--- config.mk ---
export PLATFORM = sky130hd
export DESIGN_NAME = halfwidth_kana_name_to_utf8
export DESIGN_NICKNAME = d
export VERILOG_FILES = /design/src/rtl/hku_pkg.sv /design/src/rtl/hku_front.sv /design/src/rtl/hku_queue.sv /design/src/rtl/hku_back.sv /design/src/rtl/halfwidth_kana_name_to_utf8.sv
export VERILOG_INCLUDE_DIRS = /design/src /design/src/rtl
export SDC_FILE = /design/constraint.sdc
export NUM_CORES = 1
export LEC_CHECK = 0
export BUFFER_PORTS_ARGS = -buffer_cell sky130_fd_sc_hd__buf_4
export CELL_PAD_IN_SITES_DETAIL_PLACEMENT = 1
export CELL_PAD_IN_SITES_GLOBAL_PLACEMENT = 2
export CORE_MARGIN = 3
export CORE_UTILIZATION = 28
export DETAILED_ROUTE_END_ITERATION = 7
export PLACE_DENSITY = 0.6
export SLEW_MARGIN = 20
export SYNTH_ARGS = -nofsm -noshare
export SYNTH_HDL_FRONTEND = slang
export SYNTH_SLANG_ARGS = --single-unit
--- constraint.sdc ---
create_clock -name clk -period 4.1 [get_ports clk]
set_clock_uncertainty 0.1 [all_clocks]
set_input_delay 0.82 -clock clk [delete_from_list [all_inputs] [get_ports clk]]
set_output_delay 0.82 -clock clk [all_outputs]
set_load 0.05 [all_outputs]
--- src/rtl/halfwidth_kana_name_to_utf8_macros.svh ---
// Assertion macros for the halfwidth kana name decoder.
`ifndef HALFWIDTH_KANA_NAME_TO_UTF8_MACROS_SVH
`define HALFWIDTH_KANA_NAME_TO_UTF8_MACROS_SVH
`ifndef NO_ASSERTIONS
// Same-cycle implication, sampled on clk, off during reset.
`define HKU_ASSERT_NOW(lbl, ante, cons, msg) \
	lbl: assert property (@(posedge clk) disable iff (!arst_n) (ante) |-> (cons)) \
		else $error(msg);
// Next-cycle implication, sampled on clk, off during reset.
`define HKU_ASSERT_NEXT(lbl, ante, cons, msg) \
	lbl: assert property (@(posedge clk) disable iff (!arst_n) (ante) |=> (cons)) \
		else $error(msg);
`else
`define HKU_ASSERT_NOW(lbl, ante, cons, msg)
`define HKU_ASSERT_NEXT(lbl, ante, cons, msg)
`endif
`endif

--- src/rtl/hku_pkg.sv ---
// Types, byte codes and the kana table shared by the name decoder.
package hku_pkg;

	localparam int SPC_W    = 5;
	localparam int PEND_MAX = 19;
	localparam int Q_DEPTH  = 2;
	localparam int Q_AW     = 1;

	// byte codes
	localparam logic [7:0] CH_NUL      = 8'h00;
	localparam logic [7:0] CH_SPACE    = 8'h20;
	localparam logic [7:0] CH_BSLASH   = 8'h5C;
	localparam logic [7:0] CH_TILDE    = 8'h7E;
	localparam logic [7:0] CH_ASCII_HI = 8'h7F;
	localparam logic [7:0] CH_KANA_LO  = 8'hA0;
	localparam logic [7:0] CH_KANA_HI  = 8'hE0;
	localparam logic [7:0] CH_VOICED   = 8'hDE;
	localparam logic [7:0] CH_SEMIV    = 8'hDF;
	localparam logic [7:0] U8_E3       = 8'hE3;
	localparam logic [7:0] U8_E2       = 8'hE2;
	localparam logic [7:0] U8_C2       = 8'hC2;
	localparam logic [7:0] U8_A5       = 8'hA5;
	localparam logic [7:0] U8_80       = 8'h80;
	localparam logic [7:0] U8_82       = 8'h82;
	localparam logic [7:0] U8_99       = 8'h99;
	localparam logic [7:0] U8_9A       = 8'h9A;
	localparam logic [7:0] U8_BE       = 8'hBE;

	// last two UTF-8 bytes of each halfwidth kana, indexed by byte - 0xA0
	localparam logic [15:0] KANA_TAIL [64] = '{
		16'h00A0, 16'h8082, 16'h808C, 16'h808D, 16'h8081, 16'h83BB, 16'h83B2, 16'h82A1,
		16'h82A3, 16'h82A5, 16'h82A7, 16'h82A9, 16'h83A3, 16'h83A5, 16'h83A7, 16'h8383,
		16'h83BC, 16'h82A2, 16'h82A4, 16'h82A6, 16'h82A8, 16'h82AA, 16'h82AB, 16'h82AD,
		16'h82AF, 16'h82B1, 16'h82B3, 16'h82B5, 16'h82B7, 16'h82B9, 16'h82BB, 16'h82BD,
		16'h82BF, 16'h8381, 16'h8384, 16'h8386, 16'h8388, 16'h838A, 16'h838B, 16'h838C,
		16'h838D, 16'h838E, 16'h838F, 16'h8392, 16'h8395, 16'h8398, 16'h839B, 16'h839E,
		16'h839F, 16'h83A0, 16'h83A1, 16'h83A2, 16'h83A4, 16'h83A6, 16'h83A8, 16'h83A9,
		16'h83AA, 16'h83AB, 16'h83AC, 16'h83AD, 16'h83AF, 16'h83B3, 16'h829B, 16'h829C
	};

	typedef struct packed {
		logic [7:0] name_byte;
		logic       last_byte;
	} name_item_t;

	typedef struct packed {
		logic [7:0] out_byte;
		logic       byte_valid;
		logic       end_of_name;
		logic       saw_invalid;
	} utf_item_t;

	// one unit of output work: flush spaces, then n sequence bytes
	typedef struct packed {
		logic [SPC_W-1:0] spaces;
		logic [1:0]       n;
		logic [7:0]       b0;
		logic [7:0]       b1;
		logic [7:0]       b2;
		logic             b0_valid;
		logic             last;
		logic             inv;
	} hku_job_t;

	// queue status seen by the front and the back
	typedef struct packed {
		logic full;
		logic valid;
	} hku_qstat_t;

endpackage

--- src/rtl/hku_front.sv ---
// Front end: takes raw title bytes, classifies them and builds output jobs.
module hku_front #(
	parameter int NAME_LEN = 20
) (
	input  logic                clk,
	input  logic                arst_n,
	input  logic                name_valid,
	output logic                name_ready,
	input  hku_pkg::name_item_t name_item,
	input  hku_pkg::hku_qstat_t qstat,
	output logic                push,
	output hku_pkg::hku_job_t   job
);
	import hku_pkg::*;

	localparam int PEND_CAP_I = (NAME_LEN - 1 < 1) ? 1 :
		((NAME_LEN - 1 > PEND_MAX) ? PEND_MAX : NAME_LEN - 1);
	localparam logic [SPC_W-1:0] PEND_CAP = SPC_W'(PEND_CAP_I);

	logic [7:0]       prev_q;
	logic [SPC_W-1:0] pend_q;
	logic             text_q;
	logic             inv_q;

	logic [7:0]       c;
	logic [5:0]       kdiff;
	logic [15:0]      ktail;
	logic             prev_kana;
	logic             accept;
	logic             is_space;
	logic             is_bad;
	logic [1:0]       n;
	logic [7:0]       s0, s1, s2;
	logic [SPC_W-1:0] pend_nx;
	logic             text_nx;
	logic             inv_nx;

	assign c         = name_item.name_byte;
	// table index is the byte minus 0xA0, modulo 64
	assign kdiff     = c[5:0] - CH_KANA_LO[5:0];
	assign ktail     = KANA_TAIL[kdiff];
	assign prev_kana = (prev_q > CH_KANA_LO) && (prev_q < CH_VOICED);
	assign name_ready = !qstat.full;
	assign accept    = name_valid && name_ready;

	// classify the byte into its UTF-8 sequence
	always_comb begin
		s0 = CH_NUL;
		s1 = CH_NUL;
		s2 = CH_NUL;
		n = 2'd0;
		is_space = 1'b0;
		is_bad = 1'b0;
		if (c == CH_BSLASH) begin
			s0 = U8_C2; s1 = U8_A5; n = 2'd2;
		end else if (c == CH_TILDE) begin
			s0 = U8_E2; s1 = U8_80; s2 = U8_BE; n = 2'd3;
		end else if ((c == CH_VOICED || c == CH_SEMIV) && prev_kana) begin
			s0 = U8_E3; s1 = U8_82; s2 = (c == CH_VOICED) ? U8_99 : U8_9A; n = 2'd3;
		end else if (c > CH_KANA_LO && c < CH_KANA_HI) begin
			s0 = U8_E3; s1 = ktail[15:8]; s2 = ktail[7:0]; n = 2'd3;
		end else if (c == CH_NUL || c == CH_SPACE) begin
			is_space = 1'b1;
		end else if (c > CH_ASCII_HI) begin
			is_bad = 1'b1;
		end else begin
			s0 = c; n = 2'd1;
		end
	end

	// next values of the name state
	always_comb begin
		pend_nx = pend_q;
		text_nx = text_q;
		inv_nx = inv_q | is_bad;
		if (is_space) begin
			if (pend_q < PEND_CAP) begin
				pend_nx = pend_q + SPC_W'(1);
			end
		end else if (n != 2'd0) begin
			pend_nx = '0;
			text_nx = 1'b1;
		end
	end

	// job for the back end; a final byte with nothing to show gets a marker
	always_comb begin
		job.spaces = (n != 2'd0) ? pend_q : '0;
		job.n = n;
		job.b0 = s0;
		job.b1 = s1;
		job.b2 = s2;
		job.b0_valid = 1'b1;
		job.last = name_item.last_byte;
		job.inv = inv_nx;
		if (n == 2'd0 && name_item.last_byte) begin
			job.n = 2'd1;
			if (!text_nx && pend_nx != '0) begin
				job.b0 = CH_SPACE;
			end else begin
				job.b0 = CH_NUL;
				job.b0_valid = 1'b0;
			end
		end
	end

	assign push = accept && (n != 2'd0 || name_item.last_byte);

	// name state; cleared after the final byte
	always_ff @(posedge clk or negedge arst_n) begin
		if (!arst_n) begin
			prev_q <= '0;
			pend_q <= '0;
			text_q <= 1'b0;
			inv_q <= 1'b0;
		end else if (accept) begin
			if (name_item.last_byte) begin
				prev_q <= '0;
				pend_q <= '0;
				text_q <= 1'b0;
				inv_q <= 1'b0;
			end else begin
				prev_q <= c;
				pend_q <= pend_nx;
				text_q <= text_nx;
				inv_q <= inv_nx;
			end
		end
	end

endmodule

--- src/rtl/hku_queue.sv ---
// Two-entry job queue between the front and back ends.
module hku_queue (
	input  logic                clk,
	input  logic                arst_n,
	input  logic                push,
	input  hku_pkg::hku_job_t   wr_job,
	input  logic                pop,
	output hku_pkg::hku_job_t   head,
	output hku_pkg::hku_qstat_t qstat
);
	import hku_pkg::*;

	hku_job_t        mem_q [Q_DEPTH];
	logic [Q_AW-1:0] wptr_q;
	logic [Q_AW-1:0] rptr_q;
	logic [Q_AW:0]   cnt_q;
	logic            do_push;
	logic            do_pop;

	assign qstat.full  = (cnt_q == (Q_AW+1)'(Q_DEPTH));
	assign qstat.valid = (cnt_q != '0);
	assign do_push = push && !qstat.full;
	assign do_pop  = pop && qstat.valid;
	assign head    = mem_q[rptr_q];

	// storage
	always_ff @(posedge clk) begin
		if (do_push) begin
			mem_q[wptr_q] <= wr_job;
		end
	end

	// pointers and fill count
	always_ff @(posedge clk or negedge arst_n) begin
		if (!arst_n) begin
			wptr_q <= '0;
			rptr_q <= '0;
			cnt_q <= '0;
		end else begin
			if (do_push) begin
				wptr_q <= wptr_q + Q_AW'(1);
			end
			if (do_pop) begin
				rptr_q <= rptr_q + Q_AW'(1);
			end
			if (do_push && !do_pop) begin
				cnt_q <= cnt_q + (Q_AW+1)'(1);
			end else if (do_pop && !do_push) begin
				cnt_q <= cnt_q - (Q_AW+1)'(1);
			end
		end
	end

endmodule

--- src/rtl/hku_back.sv ---
// Back end: walks each job one output byte per cycle into the output register while the receiver takes them.
module hku_back (
	input  logic                clk,
	input  logic                arst_n,
	input  hku_pkg::hku_qstat_t qstat,
	input  hku_pkg::hku_job_t   head,
	output logic                pop,
	output logic                utf_valid,
	input  logic                utf_ready,
	output hku_pkg::utf_item_t  utf_item
);
	import hku_pkg::*;

	hku_job_t         job_q;
	logic             busy_q;
	logic [SPC_W-1:0] spc_q;
	logic [1:0]       pos_q;
	logic             ovalid_q;
	utf_item_t        out_q;

	hku_job_t         cur;
	logic [SPC_W-1:0] cur_spc;
	logic [1:0]       cur_pos;
	logic             have;
	logic             adv;
	logic             in_spaces;
	logic             final_b;
	logic [7:0]       seq_b;
	utf_item_t        nxt;

	assign cur     = busy_q ? job_q : head;
	assign cur_spc = busy_q ? spc_q : head.spaces;
	assign cur_pos = busy_q ? pos_q : 2'd0;
	assign have    = busy_q || qstat.valid;
	assign adv     = !ovalid_q || utf_ready;
	assign pop     = adv && !busy_q && qstat.valid;

	// pick the next byte of the current job
	always_comb begin
		case (cur_pos)
			2'd0:    seq_b = cur.b0;
			2'd1:    seq_b = cur.b1;
			default: seq_b = cur.b2;
		endcase
		in_spaces = (cur_spc != '0);
		final_b = !in_spaces && (cur_pos == cur.n - 2'd1);
		nxt.out_byte = in_spaces ? CH_SPACE : seq_b;
		nxt.byte_valid = in_spaces || cur_pos != 2'd0 || cur.b0_valid;
		nxt.end_of_name = final_b && cur.last;
		nxt.saw_invalid = final_b && cur.last && cur.inv;
	end

	// job walk
	always_ff @(posedge clk or negedge arst_n) begin
		if (!arst_n) begin
			busy_q <= 1'b0;
			spc_q <= '0;
			pos_q <= '0;
		end else if (adv && have) begin
			busy_q <= !final_b;
			spc_q <= in_spaces ? cur_spc - SPC_W'(1) : cur_spc;
			pos_q <= in_spaces ? cur_pos : cur_pos + 2'd1;
		end
	end

	always_ff @(posedge clk) begin
		if (adv && have && !busy_q) begin
			job_q <= head;
		end
	end

	// output register
	always_ff @(posedge clk or negedge arst_n) begin
		if (!arst_n) begin
			ovalid_q <= 1'b0;
		end else if (adv) begin
			ovalid_q <= have;
		end
	end

	always_ff @(posedge clk) begin
		if (adv && have) begin
			out_q <= nxt;
		end
	end

	assign utf_valid = ovalid_q;
	assign utf_item  = out_q;

endmodule

--- src/rtl/halfwidth_kana_name_to_utf8.sv ---
// Top level of the halfwidth kana title decoder.
// Raw title bytes come in on name_valid/name_ready with name_item; set
// name_item.last_byte on the final byte of the field. UTF-8 bytes leave on
// utf_valid/utf_ready with utf_item, one byte per transaction. The last
// transaction of a name has end_of_name set and carries saw_invalid.
// With the back end idle, the first output byte of an input byte passes
// through the job queue and then the output register.
// The front takes one byte per cycle while the two-entry job queue has
// room. The back emits one output byte per cycle while the receiver takes
// them, and a byte yields as many output bytes as its UTF-8 sequence (three
// for kana, up to 22 when held spaces are flushed); bytes that yield
// nothing queue no job, unless they end the name.
// Reset (arst_n low) clears the name state, empties the queue and drops
// the output register. When the receiver stalls, the output register
// holds, the back stops, the queue fills and then name_ready falls.
module halfwidth_kana_name_to_utf8 #(
	parameter int NAME_LEN = 20
) (
	input  logic                clk,
	input  logic                arst_n,
	input  logic                name_valid,
	output logic                name_ready,
	input  hku_pkg::name_item_t name_item,
	output logic                utf_valid,
	input  logic                utf_ready,
	output hku_pkg::utf_item_t  utf_item
);
	import hku_pkg::*;
	`include "halfwidth_kana_name_to_utf8_macros.svh"

	hku_job_t   wr_job;
	hku_job_t   head;
	hku_qstat_t qstat;
	logic       push;
	logic       pop;

	hku_front #(
		.NAME_LEN (NAME_LEN)
	) u_front (
		.clk        (clk),
		.arst_n     (arst_n),
		.name_valid (name_valid),
		.name_ready (name_ready),
		.name_item  (name_item),
		.qstat      (qstat),
		.push       (push),
		.job        (wr_job)
	);

	hku_queue u_queue (
		.clk    (clk),
		.arst_n (arst_n),
		.push   (push),
		.wr_job (wr_job),
		.pop    (pop),
		.head   (head),
		.qstat  (qstat)
	);

	hku_back u_back (
		.clk       (clk),
		.arst_n    (arst_n),
		.qstat     (qstat),
		.head      (head),
		.pop       (pop),
		.utf_valid (utf_valid),
		.utf_ready (utf_ready),
		.utf_item  (utf_item)
	);

	// checks
	`HKU_ASSERT_NOW(a_full_blocks, qstat.full, !name_ready, "input taken with queue full")
	`HKU_ASSERT_NOW(a_job_nonempty, push, wr_job.n != 2'd0, "empty job queued")
	`HKU_ASSERT_NOW(a_marker_final, utf_valid && !utf_item.byte_valid,
		utf_item.end_of_name && utf_item.out_byte == CH_NUL, "empty marker not final")
	`HKU_ASSERT_NEXT(a_pop_shows, pop, utf_valid, "popped job shows no output")

endmodule

Yosys cells after proc, flatten, opt, wreduce, memory -nomap -nowiden

Memory sizes are Yosys's and may differ from the RTL's.
Index checks and enable logic that the tools add are counted.

RAM bits: 68
Logic and storage cells: 150
Register bits: 68
Memories: 2
Input bits: 13
Bits in read-only memories: 1,024

$lt $le $gt $ge: 7
Reduce and logical (&&, ||, !) cells: 42
Bitwise gates (word level): 2
Mux-type cells: 58
Add/sub/neg operators: 9
Equal/unequal tests: 8

Memories:

| memory           | depth | bits a word | rd ports | clocked after Yosys merged registers in | write ports | RTL line        | source |
|---|---|---|---|---|---|---|---|
| (name not given) | 64    | 16          | 1        | 0                                       | 0           | hku_front.sv:41 | `assign ktail = KANA_TAIL[kdiff];` |
| u_queue.mem_q    | 2     | 34          | 1        | 0                                       | 1           | hku_queue.sv:13 | `hku_job_t mem_q [Q_DEPTH];` |

Operators with widths:

| cell                  | count |
|---|---|
| $mux W8               | 15 |
| $mux W5               | 7 |
| $mux W16              | 2 |
| $mux W29              | 1 |
| $mux W1               | 20 |
| $mux W2               | 10 |
| $logic_and A1 B1 Y1   | 18 |
| $eq A8 B7 Y1 const B  | 2 |
| $eq A8 B8 Y1 const B  | 2 |
| $gt A8 B8 Y1 const B  | 2 |
| $lt A8 B8 Y1 const B  | 2 |
| $pmux W8 S2           | 1 |
| $mux W10              | 1 |
| $reduce_bool A5 Y1    | 2 |
| $eq A8 B6 Y1 const B  | 1 |
| $gt A8 B7 Y1 const B  | 1 |
| $logic_not A1 Y1      | 8 |
| $logic_not A8 Y1      | 1 |
| $reduce_bool A2 Y1    | 4 |
| $ge A7 B7 Y1 const B  | 1 |
| $logic_or A1 B1 Y1    | 7 |
| $not A6 Y7            | 1 |
| $mux W6               | 1 |
| $sub A6 B6 Y6 const B | 1 |
| 11 further kinds      | 15 |

Logic depth before layout (Yosys ltp)

Depth after elaboration: 15
Depth in mapped cells: 12
Depth with buffers taken out: 11

Hierarchy

Synthesis repeated with hierarchy kept, for this count alone.

Cells, all modules: 577
Area, all modules: 7,081.8 um2

By module, submodules not included:

| module    | sequential area each (um2) | area an instance (um2) | instances | cells an instance |
|---|---|---|---|---|
| hku_queue | 2,142.1                    | 2,805.2                | 1         | 125 |
| hku_back  | 1,426.4                    | 2,289.7                | 1         | 186 |
| hku_front | 375.4                      | 1,986.9                | 1         | 266 |

Worst setup path after synthesis

No wires, ideal clock.

Kind: input to register
Start: input port name_item[1] in the netlist's numbering
End: memory u_queue.mem_q[0][0] in the netlist's numbering, enable pin
Slack: 0.086 ns
Stages: 8
Arrival: 3.499 ns
Data required time: 3.585 ns
Cell sequence: buf_2 > inv_1 > ha_1 > nor2b_1 > a21oi_1 > nor3_2 > or2_4 > nor2_1

Longest elaborated chain between the ends: 13
Elaborated cells on any way between the ends: 25
Classes of those cells: order compare (3); eq/ne (5); mux (8); reduce/logical (9)

RTL lines:

| element                                       | RTL line                          | source |
|---|---|---|
| from (decl)                                   | halfwidth_kana_name_to_utf8.sv:23 | `input hku_pkg::name_item_t name_item,` |
| $gt A8 B7 Y1, or another cell as far along    | hku_front.sv:64                   | `end else if (c > CH_ASCII_HI) begin` |
| $mux W1 or $logic_or A1 B1 Y1 (tied branches) | hku_front.sv:64, hku_front.sv:62  |  |
| $mux W2                                       | hku_front.sv:62                   | `end else if (c == CH_NUL \|\| c == CH_SPACE) begin` |
| $mux W2                                       | hku_front.sv:60                   | `end else if (c > CH_KANA_LO && c < CH_KANA_HI) begin` |
| $mux W2                                       | hku_front.sv:58                   | `end else if ((c == CH_VOICED \|\| c == CH_SEMIV) && prev_kana) begin` |
| $mux W2                                       | hku_front.sv:56                   | `end else if (c == CH_TILDE) begin` |
| $mux W2 (*)                                   | hku_front.sv:54                   | `if (c == CH_BSLASH) begin` |
| $reduce_bool A2 Y1 (*)                        | hku_front.sv:107                  | `assign push = accept && (n != 2'd0 \|\| name_item.last_byte);` |
| $logic_or A1 B1 Y1 (*)                        | hku_front.sv:107                  |  |
| $logic_and A1 B1 Y1 (*)                       | hku_front.sv:107                  |  |
| $logic_and A1 B1 Y1 (*)                       | hku_queue.sv:22                   | `assign do_push = push && !qstat.full;` |
| $mux W1 (*)                                   | hku_queue.sv:28                   | `if (do_push) begin` |
| $mux W1 (implied by the code) (*)             | hku_queue.sv:29                   | `mem_q[wptr_q] <= wr_job;` |
| to (decl)                                     | hku_queue.sv:13                   |  |

Mark *: on every way between the ends. The rest lies on a longest branch, timed or not.

Worst setup path in the final report

Start: input port name_item[1] in the netlist's numbering
End: memory u_queue.mem_q[1][26] in the netlist's numbering, enable pin

Longest elaborated chain between the ends: 13
Elaborated cells on any way between the ends: 25
Classes of those cells: order compare (3); eq/ne (5); mux (8); reduce/logical (9)

RTL lines:

| element                                       | RTL line                         | source |
|---|---|---|
| $gt A8 B7 Y1, or another cell as far along    | hku_front.sv:64                  |  |
| $mux W1 or $logic_or A1 B1 Y1 (tied branches) | hku_front.sv:64, hku_front.sv:62 |  |
| $mux W2                                       | hku_front.sv:62                  |  |
| $mux W2                                       | hku_front.sv:60                  |  |
| $mux W2                                       | hku_front.sv:58                  |  |
| $mux W2                                       | hku_front.sv:56                  |  |
| $mux W2 (*)                                   | hku_front.sv:54                  |  |
| $reduce_bool A2 Y1 (*)                        | hku_front.sv:107                 |  |
| $logic_or A1 B1 Y1 (*)                        | hku_front.sv:107                 |  |
| $logic_and A1 B1 Y1 (*)                       | hku_front.sv:107                 |  |
| $logic_and A1 B1 Y1 (*)                       | hku_queue.sv:22                  |  |
| named net u_queue.do_push                     | hku_queue.sv:17                  | `logic do_push;` |
| $mux W1 (*)                                   | hku_queue.sv:28                  |  |
| $mux W1 (implied by the code) (*)             | hku_queue.sv:29                  |  |

Mark *: on every way through the listed nets, which the timed path passes. The rest lies on a longest branch.

==> qor.yml <==
cp_slowest_stage_delay_ns: 0.35
tritoncts_num_sinks: 121
number_of_global_route_vias_before_repair: 4451
synth.top_cells.by_area: "sky130_fd_sc_hd__edfxtp_1, sky130_fd_sc_hd__dfrtp_1, sky130_fd_sc_hd__mux2_2"
tritoncts: "yes"
path_common_cell: "sky130_fd_sc_hd__buf_4"
final.period_utilization: 0.696
slew_headroom: 0.623
crit_end_category: "flop"
synth-warning-count: 0
postSynthAreaPerCell_um2: 11.8
post_synth_edffs: 93
tritoncts.num_buffers: 17
worst_hold_path_type: "in -> async"
p_switching_uw: 1560
global_route_wire_length_before_repair_um: 25600
final.fill_count: 2410
layout.core_utilization: 0.335
grt_max_degree: 33
slowest_stage: "sky130_fd_sc_hd__buf_4"
setup.worst_path.end: "u_queue.mem_q[1][26]$_DFFE_PP_"
worst-endpoint-arrival_ns: 2.82
clk_path_buf_depth: 2
floorplan.initialDensity: 0.287
yosys_most_used_dff: "sky130_fd_sc_hd__edfxtp_1"
yosysMostFrequentCell: "sky130_fd_sc_hd__edfxtp_1"
top_level_port_count: 26
fin_area_mm2: 0.00732
initialDrtViolationCount: 276
grt_antenna_before_repair: 0
timing.critical_path.buf_inv: 4
post_synth_num_cell_types: 78
clock-root-buffer: "sky130_fd_sc_hd__clkbuf_16"
cpLargestDelayFamily: "buffers and inverters"
postSynthNetCount: 558
timing.final.setup_violations: 0
postCtsResizedCells: 0
ctsHoldBuffers: 0
hold-worst-slack_ns: 0.242
drtPass1Iterations: 4
placement.cell_area_mm2: 0.00670
drive_above_1_share: 0.210
reg2reg_from: "u_queue.rptr_q$_DFFE_PN0P_"
wl_per_cell_um: 18.8
postSynth.asyncResetShare: 0.231
p_sw_frac: 0.325
nNetsFinal: 575
worstSetupStartpoint: "name_item[1]"
clkLatencyLatePin_ns: 0.41
outcome: "finished, final reports clean"
mappedNetlistArea_mm2: 0.00627
antenna_left: 0
worst_r2r_end: "u_back.pos_q[1]$_DFFE_PN0P_"
synth_top_cell_by_area: "sky130_fd_sc_hd__edfxtp_1"
postCtsSetupRepairBufs: 0
routabilityCongestion: 0.752
crit_path_launch_type: "input pin"
floorplan.die_area_mm2: 0.0242
rsz0062_at_grt: "false"
report.final.hold_viol_count: 0
clk_pin_slew_worst_paths_ns: 0.06
worstMarginPinSlew_ns: 0.564
post_drt_via_cell_ratio: 5.01
critical_path_required_ns: 4.07
total_wire_length_after_detailed_routing_um: 15900
power_report.internal_total_uw: 3240
finalMaxSlewViolations: 0
achievable-frequency_ghz: 0.350
timing.critical_path.depth: 10
fp.coreArea_mm2: 0.0219
ctsHtreeMaxLevel: 4
post_synthesis_sequential_element_count: 121
cp_cell_sequence: "buf_4 > inv_1 > ha_1 > nor2b_1 > a21oi_1 > nor3_2 > or2_4 > inv_2 > and2_1 > buf_4"
ys_seq_area_frac: 0.557
setup.worst_path.class: "in -> reg"
areaGrowthSynthToFinish_pct: 16.7
overflow: 0
die_x_um: 156
maxCapViolCount: 0
min_period_ns: 2.85
clkPwrFrac: 0.328
via_count: 4221
placement_rows: 54
grt_overall_usage: 0.135
highest_ir_drop_seen_on_vdd_uv: 312
power.combinational.fraction: 0.294
seq_power_share: 0.377
hpwlAfterDp_um: 10900
antenna_cells: 0
synth_largest_type_area_fraction: 0.445
rrSetupSlack_ns: 1.45
postSynthCellCount: 533
worst-path-max-fanout: 29
totalNegativeSetupSlack_ns: 0
p_leak_uw: 0.00263
netlist_top_cells_count: "sky130_fd_sc_hd__edfxtp_1, sky130_fd_sc_hd__nand2_1, sky130_fd_sc_hd__nor2_1, sky130_fd_sc_hd__mux2_2, sky130_fd_sc_hd__dfrtp_1"
detail_route.drc_violations: 0
cellPowerDensity_mw_per_mm2: 656
io_buffers: 25
die_height_um: 156
worst_r2r_path_depth: 6
-- state kept, by name, indices dropped and copies added (netlist names) --
name	cells
u_queue.rptr_q	1
u_back.spc_q	5
u_front.text_q	1
u_front.pend_q	5
u_queue.wptr_q	1
u_front.prev_q	8
u_queue.mem_q	58
u_front.inv_q	1
u_back.pos_q	2
u_queue.cnt_q	2
u_back.job_q	24
u_back.utf_item	11
u_back.busy_q	1
u_back.utf_valid	1
-- power by group through the flow --
stage | registers, uW | logic [uW] | clock network (uW)
floorplan | 1890 | 994 | 0
global placement | 1820 | 1410 | 0
detailed placement | 1840 | 1430 | 0
CTS | 1820 | 1440 | 1620
global route | 1850 | 1560 | 1680
finish | 1810 | 1410 | 1580
-- through the flow --
| stage | worst slack [ns] | std cells | power, uW |
|---|---|---|---|
| final | 1.25 | 843 | 4810 |
| after global routing | 1.07 | 843 | 5090 |
| after CTS | 1.24 | 843 | 4880 |
| after detailed placement | 0.808 | 811 | 3270 |
| after global placement | 0.895 | 811 | 3230 |
| after floorplan | 0.0863 | 533 | 2880 |
-- worst reg2reg max path, stage by stage (launching register included) --
cell and delay (ns):
sky130_fd_sc_hd__dfrtp_1 0.39, sky130_fd_sc_hd__buf_4 0.37, sky130_fd_sc_hd__mux2_2 0.43, sky130_fd_sc_hd__mux2i_2 0.28, sky130_fd_sc_hd__nand4_1 0.51, sky130_fd_sc_hd__nor2_1 0.35
sky130_fd_sc_hd__a22o_1 0.17
-- placed cells by master, fill, tap and decap left out, types with 4 or more instances in the layout --
master	count
sky130_fd_sc_hd__mux2_2	30
sky130_fd_sc_hd__inv_1	16
sky130_fd_sc_hd__o21ai_1	4
sky130_fd_sc_hd__a31oi_1	8
sky130_fd_sc_hd__a21oi_1	20
sky130_fd_sc_hd__clkinvlp_4	5
sky130_fd_sc_hd__xnor2_1	7
sky130_fd_sc_hd__dfrtp_1	28
sky130_fd_sc_hd__a311oi_1	5
sky130_fd_sc_hd__edfxtp_1	93
sky130_fd_sc_hd__mux2i_1	7
sky130_fd_sc_hd__nor2b_1	8
sky130_fd_sc_hd__nor2_1	31
sky130_fd_sc_hd__nand3_1	9
sky130_fd_sc_hd__o31ai_1	10
sky130_fd_sc_hd__a211oi_1	8
sky130_fd_sc_hd__o211ai_1	10
sky130_fd_sc_hd__bufinv_16	4
sky130_fd_sc_hd__ha_1	12
sky130_fd_sc_hd__o21ai_0	14
sky130_fd_sc_hd__clkbuf_16	17
sky130_fd_sc_hd__buf_4	33
sky130_fd_sc_hd__nand2b_1	23
sky130_fd_sc_hd__nor3_1	16
sky130_fd_sc_hd__and2_1	4
sky130_fd_sc_hd__nand2_1	45
-- how the worst min path moves through the flow --
stage / start / endpoint / slack [ns] / depth (start not counted)
floorplan: u_front.prev_q[0]$_DFFE_PN0P_ / u_front.prev_q[0]$_DFFE_PN0P_ / 0.35 / 2
global placement: u_front.inv_q$_DFFE_PN0P_ / u_front.inv_q$_DFFE_PN0P_ / 0.37 / 1
detailed placement: u_front.inv_q$_DFFE_PN0P_ / u_front.inv_q$_DFFE_PN0P_ / 0.39 / 1
CTS: arst_n / u_back.pos_q[1]$_DFFE_PN0P_ / 0.23 / 1
global route: arst_n / u_back.busy_q$_DFFE_PN0P_ / 0.26 / 1
finish: arst_n / u_back.pos_q[1]$_DFFE_PN0P_ / 0.24 / 1
-- per-layer routing --
metal | routed length [um] | up-vias | track usage
li1 | - | 2033 | -
met3 | 478 | 11 | 0.0277
met5 | 0 | - | 0
met4 | 147 | 0 | 0.0383
met2 | 7380 | 68 | 0.210
met1 | 7850 | 2109 | 0.192
-- area by class of cell --
type                       count  area, um2  area share
tap                          280        350      0.0478
clock buffer                  19        433      0.0591
multi-input combinational    356       2530       0.345
inverter                      21       78.8      0.0108
timing repair buffer          33        248      0.0338
clock inverter                13        193      0.0263
sequential                   121       3490       0.477
-- cells by family (layout without fill, tap and decap cells) --
| kind of cell | Yosys count | in the layout | synth area share |
|---|---|---|---|
| mux | 43 | 43 | 0.0826 |
| fa+ha+maj | 12 | 12 | 0.0239 |
| compound gates | 124 | 124 | 0.143 |
| xor+xnor | 10 | 10 | 0.0152 |
| flops | 121 | 121 | 0.557 |
| simple gates | 167 | 167 | 0.137 |
| buf+inv | 56 | 86 | 0.0415 |
(Power assumes the default switching activity.)
